==> config.mk <==
export PLATFORM = sky130hd
export DESIGN_NAME = msb_bit_unpacker_with_peek_core
export DESIGN_NICKNAME = d
export VERILOG_FILES = /design/src/rtl/mbu_pkg.sv /design/src/rtl/msb_bit_unpacker_with_peek_core.sv /design/src/rtl/mbu_in_stage.sv /design/src/rtl/mbu_step.sv
export SDC_FILE = /design/constraint.sdc
export NUM_CORES = 1
export LEC_CHECK = 0
export CORE_UTILIZATION = 49
export DETAILED_ROUTE_END_ITERATION = 10
export DONT_BUFFER_PORTS = 1
export GPL_ROUTABILITY_DRIVEN = 0
export PLACE_DENSITY = 0.76
export SYNTH_ARGS = -nofsm -noshare
export SYNTH_HDL_FRONTEND = slang
export SYNTH_SLANG_ARGS = --single-unit
==> constraint.sdc <==
create_clock -name clk -period 5.46 [get_ports clk]
set_input_delay 0.546 -clock clk [delete_from_list [all_inputs] [get_ports clk]]
set_output_delay 0.546 -clock clk [all_outputs]
set_load 0.03 [all_outputs]
==> src/rtl/mbu_pkg.sv <==
`default_nettype none
package mbu_pkg;

	localparam int WORD_BITS  = 16;
	localparam int PEEK_BITS  = 13;
	localparam int STORE_BITS = 32;
	localparam int LEN_W      = 5;
	localparam int CNT_W      = 6;

	typedef enum logic {
		FUNC_PUSH    = 1'b0,
		FUNC_CONSUME = 1'b1
	} func_t;

	typedef struct packed {
		func_t                func;
		logic [WORD_BITS-1:0] word;
		logic [LEN_W-1:0]     bit_len;
	} item_t;

	typedef struct packed {
		logic [STORE_BITS-1:0] store;
		logic [CNT_W-1:0]      count;
	} rdr_state_t;

	typedef struct packed {
		logic [WORD_BITS-1:0] bits;
		logic [PEEK_BITS-1:0] peek;
		logic [CNT_W-1:0]     held;
		logic                 underflow;
		logic                 overflow;
	} result_t;

endpackage
`default_nettype wire

==> src/rtl/msb_bit_unpacker_with_peek_core.sv <==
`default_nettype none
// MSB-first bit reader for a Huffman decoder front end. Each slave-side
// transaction either pushes a 16-bit stream word (tuser = 0) into a 32-bit bit
// store or consumes 0..16 bits from it (tuser = 1); a consume of 0 bits only
// peeks. Every transaction yields exactly one master-side transaction that
// carries the consumed bits right-aligned, the next 13 stream bits (zero-padded
// on the right when fewer are held) and the count of held bits. A consume that
// asks for more bits than are held, or for more than 16, is refused with the
// underflow flag and changes nothing; a push while more than 16 bits are held
// is dropped with the overflow flag. One transaction per cycle is sustained
// while the master side accepts: an input register feeds a single
// shift-and-count step that updates the store and writes the output register
// in the same cycle, where the result waits until the master side takes it;
// a stalled master side holds the input back.
module msb_bit_unpacker_with_peek_core (
	input  wire logic        clk,
	input  wire logic        arst_n,
	input  wire logic        s_axis_tvalid,
	output logic             s_axis_tready,
	input  wire logic [23:0] s_axis_tdata,  // [15:0] word, [20:16] bit_len, [23:21] zero
	input  wire logic        s_axis_tuser,  // [0] func
	output logic             m_axis_tvalid,
	input  wire logic        m_axis_tready,
	output logic [39:0]      m_axis_tdata,  // [15:0] bits, [28:16] peek, [34:29] held,
	                                        // [39:35] zero
	output logic [1:0]       m_axis_tuser   // [0] underflow, [1] overflow
);
	import mbu_pkg::*;

	item_t      in_item;
	item_t      item_s1;
	logic       valid_s1;
	logic       advance;
	rdr_state_t state_q;
	rdr_state_t state_nxt;
	result_t    res;
	result_t    res_q;

	// Unpack the slave-side payload.
	assign in_item.func    = func_t'(s_axis_tuser);
	assign in_item.word    = s_axis_tdata[WORD_BITS-1:0];
	assign in_item.bit_len = s_axis_tdata[WORD_BITS+LEN_W-1:WORD_BITS];

	// The item in stage 1 executes when the output register is free or drains.
	assign advance = valid_s1 && (!m_axis_tvalid || m_axis_tready);

	mbu_in_stage u_in_stage (
		.clk      (clk),
		.arst_n   (arst_n),
		.in_valid (s_axis_tvalid),
		.in_ready (s_axis_tready),
		.in_item  (in_item),
		.advance  (advance),
		.valid_s1 (valid_s1),
		.item_s1  (item_s1)
	);

	mbu_step u_step (
		.item (item_s1),
		.cur  (state_q),
		.nxt  (state_nxt),
		.res  (res)
	);

	// Bit store and count: commit only when the item executes.
	always_ff @(posedge clk or negedge arst_n) begin
		if (!arst_n) begin
			state_q <= '0;
		end else if (advance) begin
			state_q <= state_nxt;
		end
	end

	// Output register valid.
	always_ff @(posedge clk or negedge arst_n) begin
		if (!arst_n) begin
			m_axis_tvalid <= 1'b0;
		end else if (advance) begin
			m_axis_tvalid <= 1'b1;
		end else if (m_axis_tready) begin
			m_axis_tvalid <= 1'b0;
		end
	end

	always_ff @(posedge clk) begin
		if (advance) begin
			res_q <= res;
		end
	end

	assign m_axis_tdata = {5'b0, res_q.held, res_q.peek, res_q.bits};
	assign m_axis_tuser = {res_q.overflow, res_q.underflow};

endmodule
`default_nettype wire

==> src/rtl/mbu_in_stage.sv <==
`default_nettype none
module mbu_in_stage (
	input  wire logic          clk,
	input  wire logic          arst_n,
	input  wire logic          in_valid,
	output logic               in_ready,
	input  wire mbu_pkg::item_t in_item,
	input  wire logic          advance,
	output logic               valid_s1,
	output mbu_pkg::item_t     item_s1
);
	import mbu_pkg::*;

	// Stage can load whenever it is empty or its item moves on this cycle.
	assign in_ready = !valid_s1 || advance;

	always_ff @(posedge clk or negedge arst_n) begin
		if (!arst_n) begin
			valid_s1 <= 1'b0;
		end else if (in_ready) begin
			valid_s1 <= in_valid;
		end
	end

	always_ff @(posedge clk) begin
		if (in_ready && in_valid) begin
			item_s1 <= in_item;
		end
	end

endmodule
`default_nettype wire

==> src/rtl/mbu_step.sv <==
`default_nettype none
module mbu_step (
	input  wire mbu_pkg::item_t     item,
	input  wire mbu_pkg::rdr_state_t cur,
	output mbu_pkg::rdr_state_t     nxt,
	output mbu_pkg::result_t        res
);
	import mbu_pkg::*;

	logic                  over;
	logic                  under;
	logic [CNT_W-1:0]      rest;
	logic [STORE_BITS-1:0] shifted;
	logic [WORD_BITS-1:0]  taken;
	logic [CNT_W-1:0]      peek_sh;

	assign over  = cur.count > CNT_W'(STORE_BITS - WORD_BITS);
	assign under = (item.bit_len > LEN_W'(WORD_BITS)) ||
		(CNT_W'(item.bit_len) > cur.count);
	assign rest    = cur.count - CNT_W'(item.bit_len);
	assign shifted = cur.store >> rest;
	assign taken   = shifted[WORD_BITS-1:0] & ~({WORD_BITS{1'b1}} << item.bit_len);

	always_comb begin
		nxt           = cur;
		res.bits      = '0;
		res.underflow = 1'b0;
		res.overflow  = 1'b0;
		case (item.func)
			FUNC_PUSH: begin
				if (over) begin
					res.overflow = 1'b1;
				end else begin
					nxt.store = {cur.store[STORE_BITS-WORD_BITS-1:0], item.word};
					nxt.count = cur.count + CNT_W'(WORD_BITS);
				end
			end
			FUNC_CONSUME: begin
				if (under) begin
					res.underflow = 1'b1;
				end else begin
					res.bits  = taken;
					nxt.store = cur.store & ~({STORE_BITS{1'b1}} << rest);
					nxt.count = rest;
				end
			end
			default: begin
				nxt = cur;
			end
		endcase

		// Peek window on the updated store; zero-pad on the right when short.
		if (nxt.count >= CNT_W'(PEEK_BITS)) begin
			peek_sh  = nxt.count - CNT_W'(PEEK_BITS);
			res.peek = PEEK_BITS'(nxt.store >> peek_sh);
		end else begin
			peek_sh  = CNT_W'(PEEK_BITS) - nxt.count;
			res.peek = PEEK_BITS'(nxt.store << peek_sh);
		end

		res.held = nxt.count;
	end

endmodule
`default_nettype wire

==> impl_metrics.csv, run 1 <==
group,metric,value,unit
timing,fin_crit,4.90,ns
cts,cts_hold_buf,1,
final_layout,drive_above_1_share,13.2,%
timing,tightest_slew,1.20,ns
final_layout,nets,1021,
synth,synth-main-ff-cell,"edfxtp_1",
run,drv_cap,0,
critical_path,arrival,5.00,ns
synth,avgSynthCellArea,8.72,sq um
drt,maxUsedRoutingLayer,"met4",
drt,first_pass_iters,6,
final_layout,antennaDiodeCount,0,
critical_path,crit_start,"u_in_stage.item_s1[2]$_DFFE_PP_",
drt,vias_per_cell,6.99,
cts,clkSinkCount,99,
critical_path,critPathMaxFanout,15,
synth,syn_inst,1021,
synth,synthDistinctLibCells,87,
drt,final_antenna_net_count,0,
synth,synth_edf_count,59,
synth,async_flop_share,40.4,%
grt,grt_usage,29.8,%
drt,drt_iter0_drc,1301,
cts,cts_setup_buffers,0,
cts,cts_max_path_buffers,2,
floorplan,die_x,137,microns
critical_path,critPathCaptureType,"register",
timing,min_period_over_period,89.8,%
timing,maxSlewHeadroom,20.1,%
cts,cts_tree,"done",
hold_path,min_path_type,"in2async",
drt,drc,0,
timing,finalSetupViolCount,0,
drt,routed_wl,27000,microns
floorplan,initial_core_util,50.8,%
drt,wl_met3,2870,microns
timing,hold_viol_final,0,
cts,root_buffer,"clkbuf_16",
critical_path,setup.worst_path.start_class,"register",
critical_path,r2r_setup_slack,0.56,ns
place,io_buffer_count,0,
critical_path,rr_endpoint,"m_axis_tdata[21]$_DFFE_PP_",
grt,first_global_vias,7852,
final_layout,area_growth,5.14,%
place,dp_hpwl,19200,microns
timing,slew_violations,0,
drt,post_drt_wl_per_cell,22.3,microns
cts,cts_max_level,3,
critical_path,worstSetupPathType,"reg2reg",
floorplan,dieArea,0.0187,sq mm
grt,grt_max_degree,55,
grt,grt_remaining_overflow,0,
floorplan,placementRows,48,
critical_path,cp_data_required_time,5.56,ns
timing,tns,0,ns
drt,dr_wl_met2,12200,microns
drt,drt-met1-wl,10900,microns
synth,yosysSeqAreaShare,31.1,%
floorplan,die_y,137,microns
cts,cts_resized,0,
cts,cts_buffers,9,
floorplan,ioPinCount,73,
synth,syn_area,0.00891,sq mm
critical_path,worstRegToRegCells,16,
synth,yosysWarningCount,0,
grt,grt_pass1_wl,42700,microns
cts,clk_pin_slew,0.08,ns
drt,num_vias,8454,
final_layout,postLayoutCoreUtil,53.4,%
timing,clock.fmax,0.204,GHz
critical_path,r2r-start,"u_in_stage.item_s1[2]$_DFFE_PP_",
synth,synth-seq-cells,99,
timing,clock-skew-final,0.0126,ns
final_layout,fillers,1571,
floorplan,core,0.0175,sq mm
cts,clk_latency,0.37,ns
timing,rsz0062_at_grt,"no",
outcome,outcome,"finished, final reports clean",
grt,antenna_found_initial,0,
## state kept, by name, indices dropped and copies added (netlist names)
name	cells
m_axis_tuser	2
u_in_stage.item_s1	22
m_axis_tdata	35
m_axis_tvalid	1
u_in_stage.valid_s1	1
state_q	38
## layout make-up
class / count / area [sq um] / share of cell area [%]
flip-flops and latches: 99 / 2770 / 29.6
clock buffers: 11 / 233 / 2.48
inverters: 22 / 82.6 / 0.882
clock inverters: 5 / 62.6 / 0.668
well taps: 225 / 282 / 3.01
repair buffers: 29 / 230 / 2.46
multi-input cells: 819 / 5700 / 60.9
## synthesized netlist by cell type (4+ instances only)
cell type  number  area [sq um]
nand2_1       154           578
mux2i_1        80           801
nor2_1         76           285
o21ai_0        70           350
a21oi_1        63           315
edfxtp_1       59          1770
clkbuf_1       40           150
dfrtp_1        40          1000
nand3_1        31           155
mux2_2         29           327
a211oi_1       25           188
mux4_2         22           495
a31oi_1        21           131
nor3_1         20           100
o211ai_1       19           143
buf_2          17          85.1
inv_1          16          60.1
buf_1          13          48.8
buf_4          12          90.1
ha_1           11           138
a211o_1         9          78.8
a22o_1          9          78.8
nor2b_1         9          56.3
o21a_1          9          67.6
and2_1          8          50.1
nand2b_1        8          50.1
nand4_1         8          50.1
o31ai_1         8          60.1
xnor2_1         8          70.1
a22oi_1         7          52.6
a311oi_1        6          52.6
inv_2           6          22.5
o22ai_1         6          37.5
or3_1           5          31.3
a21boi_1        4          30.0
a41o_1          4          40.0
and3_1          4          25.0
nor4_1          4          25.0
o2111ai_1       4          35.0
o21ai_1         4          20.0
## worst max path at each step
stage | slack, ns | to | cells after the start
global placement | 0.75 | m_axis_tdata[20]$_DFFE_PP_ | 15
finish | 0.56 | m_axis_tdata[21]$_DFFE_PP_ | 16
floorplan | 0.75 | m_axis_tdata[20]$_DFFE_PP_ | 16
CTS | 0.67 | m_axis_tdata[16]$_DFFE_PP_ | 15
detailed placement | 0.67 | m_axis_tdata[16]$_DFFE_PP_ | 15
global route | 0.36 | m_axis_tdata[28]$_DFFE_PP_ | 13
## worst max-delay path: stages (launching register included)
cell	delay [ns]
edfxtp_1	0.54
inv_1	0.21
ha_1	0.53
a211oi_2	0.15
o31ai_2	0.41
nand2_4	0.07
mux2_2	0.31
inv_1	0.34
ha_1	0.24
a31oi_1	0.17
xnor2_1	0.62
buf_4	0.32
nor2_1	0.05
a21oi_1	0.11
o32ai_1	0.10
nor3_1	0.34
o32ai_2	0.13
## metrics by stage
step / cell area, sq um / instances / hold WS [ns] / setup WS, ns
2_1_floorplan: 8920 / 1025 / 0.250 / 0.749
3_3_place_gp: 9050 / 1193 / 0.252 / 0.750
3_5_place_dp: 9050 / 1193 / 0.252 / 0.675
4_1_cts: 9370 / 1210 / 0.0338 / 0.668
5_1_grt: 9370 / 1210 / 0.0420 / 0.355
6_report: 9370 / 1210 / 0.0266 / 0.557
## placed cells by master (no fill, tap or decap), types with 5 or more instances in the layout
| master | count |
|---|---|
| a211o_1 | 9 |
| a211oi_1 | 25 |
| a21oi_1 | 63 |
| a22o_1 | 9 |
| a22oi_1 | 7 |
| a311oi_1 | 6 |
| a31oi_1 | 21 |
| and2_1 | 8 |
| buf_4 | 28 |
| clkbuf_16 | 9 |
| conb_1 | 5 |
| dfrtp_1 | 40 |
| edfxtp_1 | 59 |
| ha_1 | 11 |
| inv_1 | 16 |
| inv_2 | 6 |
| mux2_2 | 29 |
| mux2i_1 | 80 |
| mux4_2 | 22 |
| nand2_1 | 154 |
| nand2b_1 | 8 |
| nand3_1 | 31 |
| nand4_1 | 8 |
| nor2_1 | 76 |
| nor2b_1 | 9 |
| nor3_1 | 20 |
| o211ai_1 | 19 |
| o21a_1 | 9 |
| o21ai_0 | 70 |
| o22ai_1 | 6 |
| o31ai_1 | 8 |
| or3_1 | 5 |
| xnor2_1 | 7 |
## kinds of logic after synthesis
kind of cell	synth area share, %
adder cells (fa/ha/maj)	1.77
buffers and inverters	5.51
AND/OR/NAND/NOR	16.7
AO/OA/AOI/OAI	25.1
XOR/XNOR	1.53
multiplexers	18.2
flip-flops	31.1
other	0.0421
## layer usage
metal | track usage (%) | vias to the layer above
li1 | - | 3769
met1 | 40.9 | 3969
met2 | 46.4 | 615
met3 | 4.93 | 101
met4 | 12.9 | 0
met5 | 0 | -
Power of run 1 is left out: the tool's default activity adds up to more than one toggle a clock period on the data nets, which glitch-free logic cannot reach.
==> run 2, diff against run 1 <==
ABC_AREA = 1   (was not set)
clock period = 5.8 ns   (was 5.46 ns; I/O delays follow)
==> impl_metrics.csv, run 2 <==
group,metric,value,unit
timing,fin_crit,4.90,ns
timing,min_period_over_period,84.5,%
synth,synth_top_area_share,19.9,%
drt,first_pass_iters,7,
critical_path,arrival,5.01,ns
timing,rsz0062_at_grt,"no",
synth,synth_edf_count,59,
final_layout,nets,1334,
critical_path,setup.worst_path.start_class,"register",
synth,syn_inst,1346,
grt,grt_remaining_overflow,0,
floorplan,initial_core_util,50.8,%
drt,drc,0,
grt,first_global_vias,8286,
critical_path,rr_endpoint,"m_axis_tdata[22]$_DFFE_PP_",
synth,yosysMostFrequentCell,"nand2_1",
critical_path,worstSetupPathType,"reg2reg",
timing,slew_violations,0,
run,drv_cap,0,
final_layout,mostFrequentLayoutCells,"nand2_1 (371), nand3_1 (279), inv_1 (111)",
floorplan,ioPinCount,73,
cts,root_buffer,"clkbuf_16",
drt,vias_per_cell,6.21,
timing,clock-skew-final,0.0144,ns
timing,hold_viol_final,0,
timing,finalSetupViolCount,0,
floorplan,die_y,137,microns
drt,num_vias,9454,
final_layout,seqCellArea,0.00277,sq mm
drt,final_antenna_net_count,0,
critical_path,r2r-start,"u_in_stage.item_s1[4]$_DFFE_PP_",
synth,avgSynthCellArea,6.61,sq um
grt,grt_pass1_wl,44000,microns
cts,cts_max_path_buffers,2,
outcome,outcome,"finished, final reports clean",
drt,drt_iter0_drc,1364,
drt,post_drt_wl_per_cell,18.2,microns
timing,tns,0,ns
synth,yosysSeqAreaShare,31.1,%
grt,antenna_found_initial,0,
final_layout,layout_commonest_cell,"nand2_1",
synth,synthDistinctLibCells,53,
final_layout,final_cells,1523,
cts,clkSinkCount,99,
timing,tightest_slew,1.04,ns
timing,clock.fmax,0.204,GHz
synth,yosysTopAreaCell,"edfxtp_1",
synth,synthTopCellsByArea,"edfxtp_1 (20%), nand3_1 (16%), nand2_1 (16%)",
final_layout,largest_reg_flops,38,
cts,cts_buffers,9,
cts,cts_max_level,3,
floorplan,core,0.0175,sq mm
cts,cts_setup_buffers,0,
final_layout,regMostFlops,"state_q",
floorplan,placementRows,48,
critical_path,cp_data_required_time,5.91,ns
final_layout,fillers,1722,
final_layout,antennaDiodeCount,0,
final_layout,multi_input_area,0.00522,sq mm
synth,yosysWarningCount,0,
cts,clk_pin_slew,0.08,ns
final_layout,drive_above_1_share,6.16,%
cts,cts_tree,"done",
hold_path,min_path_type,"in2async",
place,dp_cells,1506,
grt,grt_max_degree,79,
cts,clk_latency,0.37,ns
synth,async_flop_share,40.4,%
final_layout,area_growth,2.94,%
drt,routed_wl,27700,microns
synth,synth-main-ff-cell,"edfxtp_1",
critical_path,worstRegToRegCells,22,
timing,maxSlewHeadroom,30.5,%
synth,synth.top_cells.by_count,"nand2_1 (371), nand3_1 (279), inv_1 (111)",
critical_path,critPathCaptureType,"register",
critical_path,r2r_setup_slack,0.90,ns
place,dp_hpwl,20400,microns
synth,synth-seq-cells,99,
cts,cts_resized,0,
synth,syn_area,0.00890,sq mm
place,io_buffer_count,0,
grt,grt_usage,30.8,%
floorplan,die_x,137,microns
critical_path,critPathMaxFanout,26,
floorplan,dieArea,0.0187,sq mm
## run 2: cell families after synthesis
kind of cell    synth area share, %
compound gates                 14.2
xor+xnor                      0.689
fa+ha+maj                      1.77
buf+inv                        10.3
flops                          31.1
mux                            2.25
other cells                  0.0421
simple gates                   39.6
## run 2: layout make-up
| type | instances | area share, % |
|---|---|---|
| timing repair buffer | 14 | 1.28 |
| clock buffer | 11 | 2.54 |
| clock inverter | 5 | 0.464 |
| inverter | 129 | 5.38 |
| tap | 225 | 3.07 |
| sequential | 99 | 30.3 |
| multi-input combinational | 1040 | 57.0 |
## run 2: critical path, stage by stage (launching register included)
cell and delay [ns]:
edfxtp_1 0.56, inv_1 0.16, ha_1 0.42, inv_2 0.07
nor2_2 0.10, nand3_1 0.09, nand3_2 0.12, nand3_4 0.22
o21ai_2 0.60, inv_1 0.44, ha_1 0.31, inv_1 0.06
nand2_1 0.05, nand2_1 0.09, nand2_2 0.32, inv_2 0.45
nand2_1 0.10, nand2_1 0.07, nand2_1 0.06, nand2_1 0.07
a21oi_1 0.06, nand2_1 0.12, nand2_1 0.06
## run 2: repair_timing
item	4_1_cts	5_1_grt
hold buffers	1	0
setup endpoints to repair	0	0
endpoints found under the hold margin	40	0
## run 2: layer usage
metal	GRT usage, %	part of all wire, %	wire, microns	vias to the layer above
li1	-	-	-	4463
met1	43.2	42	11500	4272
met2	44.1	43	11900	627
met3	7.56	11	3170	92
met4	14.4	4.0	1110	0
met5	0	0	0	-
## run 2: through the flow
step                      setup slack (ns)  hold slack, ns  utilization (%)  area [sq um]
after floorplan                       2.10           0.284                -          8920
after global placement                1.12           0.286             50.6          8870
after detailed placement              1.08           0.286             50.6          8870
after CTS                             1.05          0.0575             52.2          9160
after global routing                 0.435          0.0626             52.2          9160
final                                0.900          0.0509             52.2          9160
## run 2: how the worst max path moves through the flow
stage                               startpoint                          to  cells past startpoint
5_1_grt        u_in_stage.item_s1[4]$_DFFE_PP_  m_axis_tdata[22]$_DFFE_PP_                     22
2_1_floorplan  u_in_stage.item_s1[4]$_DFFE_PP_  m_axis_tdata[16]$_DFFE_PP_                     24
3_5_place_dp   u_in_stage.item_s1[4]$_DFFE_PP_  m_axis_tdata[22]$_DFFE_PP_                     22
4_1_cts        u_in_stage.item_s1[4]$_DFFE_PP_  m_axis_tdata[22]$_DFFE_PP_                     22
3_3_place_gp   u_in_stage.item_s1[4]$_DFFE_PP_  m_axis_tdata[22]$_DFFE_PP_                     22
6_report       u_in_stage.item_s1[4]$_DFFE_PP_  m_axis_tdata[22]$_DFFE_PP_                     22
Power of run 2 is left out for the same reason.
==> run 3, diff against run 2 <==
clock period = 4.69 ns   (was 5.8 ns; I/O delays follow)
==> impl_metrics.csv, run 3 (synthesis gave the netlist of run 2 again) <==
group,metric,value,unit
timing,tightest_slew,1.10,ns
final_layout,multi_input_area,0.00522,sq mm
place,place_ws,0.782,ns
drt,num_vias,9379,
critical_path,critPathMaxFanout,33,
critical_path,r2r-start,"state_q[0]$_DFFE_PN0P_",
timing,clock-skew-final,0.0102,ns
critical_path,worstSetupPathType,"reg2reg",
hold_path,min_path_type,"in2reg",
critical_path,worstRegToRegCells,20,
critical_path,critPathBufInv,5,
cts,cts_tree,"done",
cts,clkSinkCount,99,
drt,dr_wl_met2,11600,microns
grt,grt_pass1_wl,43700,microns
timing,tns,0,ns
cts,cts_buffers,9,
drt,post_drt_wl_per_cell,17.8,microns
critical_path,path_depth,20,
drt,final_antenna_net_count,0,
critical_path,arrival,4.07,ns
floorplan,placementRows,48,
critical_path,setup.worst_path.start_class,"register",
final_layout,layout_commonest_cell,"nand2_1",
critical_path,cpMaxStageDelayCell,"xor2_4",
grt,grt_remaining_overflow,0,
timing,finalSetupViolCount,0,
timing,clock.fmax,0.251,GHz
final_layout,antennaDiodeCount,0,
timing,setup_slack,0.711,ns
timing,hold_viol_final,0,
grt,antenna_found_initial,0,
drt,drt-met1-wl,11600,microns
drt,maxUsedRoutingLayer,"met4",
hold_path,holdCritStartpoint,"s_axis_tdata[2]",
place,dp_hpwl,20500,microns
drt,routed_wl,27300,microns
critical_path,critPathTopFamily,"simple AND/OR/NAND/NOR gates",
cts,cts_max_path_buffers,2,
critical_path,max_stage_delay,0.45,ns
cts,root_buffer,"clkbuf_16",
final_layout,fillers,1758,
timing,fin_crit,3.98,ns
grt,first_global_vias,8389,
grt,grt_max_degree,54,
final_layout,seqCellArea,0.00277,sq mm
final_layout,drive_above_1_share,7.16,%
critical_path,crit_start,"state_q[0]$_DFFE_PN0P_",
drt,first_pass_iters,7,
critical_path,cp_cell_sequence,"inv_1 > ha_1 > inv_1 > fa_1 > nand3_1 > nand3_2 > nand3_4 > nand2_1 > o21ai_2 > buf_4 > ha_1 > inv_1 > xor2_4 > inv_4 > nand3_1 > nand2_1 > a21oi_1 > nand2_1 > nand2_1 > nand2_1",
floorplan,core,0.0175,sq mm
timing,maxSlewHeadroom,26.2,%
cts,clk_latency,0.36,ns
critical_path,crit_top_cell,"nand2_1",
floorplan,dieArea,0.0187,sq mm
final_layout,postLayoutCoreUtil,52.9,%
run,drv_cap,0,
timing,min_period_over_period,84.8,%
cts,cts_max_level,3,
timing,slew_violations,0,
final_layout,area_growth,4.27,%
place,io_buffer_count,0,
final_layout,mostFrequentLayoutCells,"nand2_1 (371), nand3_1 (279), inv_1 (111)",
floorplan,die_x,137,microns
critical_path,cp_data_required_time,4.78,ns
critical_path,rr_endpoint,"m_axis_tdata[25]$_DFFE_PP_",
final_layout,regMostFlops,"state_q",
timing,rsz0062_at_grt,"no",
grt,grt_usage,30.6,%
critical_path,r2r_setup_slack,0.71,ns
floorplan,initial_core_util,50.8,%
final_layout,nets,1348,
drt,vias_per_cell,6.10,
floorplan,die_y,137,microns
drt,drt_iter0_drc,1107,
drt,drc,0,
drt,wl_met3,2960,microns
critical_path,critPathCaptureType,"register",
floorplan,ioPinCount,73,
final_layout,largest_reg_flops,38,
critical_path,endpoint,"m_axis_tdata[25]$_DFFE_PP_",
outcome,outcome,"finished, final reports clean",
cts,clk_pin_slew,0.08,ns
## run 3: changes by cell type in the layout (fill, tap and decap cells not counted)
cell	change
buf_4	+13
clkbuf_1	-2
clkinv_1	+1
clkinv_2	+1
clkinv_8	+1
dlygate4sd3_1	+1
inv_4	-1
## run 3: routing by layer
metal	vias up	global-route usage, %
met5	-	0
met1	4188	42.0
met3	99	6.52
met4	0	14.8
met2	597	45.4
li1	4495	-
## run 3: metrics by stage
step	cell area, sq um	hold WS, ns	instances
final	9280	0.193	1537
after CTS	9280	0.182	1537
after global placement	8960	0.175	1519
after global routing	9280	0.179	1537
after detailed placement	8960	0.176	1519
after floorplan	8920	0.173	1350
## run 3: worst min path at each step
stage	to	slack, ns	depth (start not counted)
final	u_in_stage.item_s1[7]$_DFFE_PP_	0.19	0
after global routing	u_in_stage.item_s1[2]$_DFFE_PP_	0.18	0
after CTS	u_in_stage.item_s1[2]$_DFFE_PP_	0.18	0
after detailed placement	m_axis_tvalid$_DFFE_PN0P_	0.18	0
after global placement	u_in_stage.valid_s1$_DFFE_PN0N_	0.18	0
after floorplan	m_axis_tvalid$_DFFE_PN0P_	0.17	0
## run 3: cell type report
type | count | share of cell area, %
clock inverter | 7 | 0.661
clock buffer | 9 | 2.43
inverter | 129 | 5.31
multi-input combinational | 1040 | 56.3
tap | 225 | 3.03
sequential | 99 | 29.9
timing repair buffer | 28 | 2.43
## run 3: timing repair
action                                 in CTS  in global routing
hold buffers                                2                  0
endpoints found under the hold margin      40                  0
buffers inserted                            0                  0
resized for setup                           0                  0
Power of run 3 is left out for the same reason.
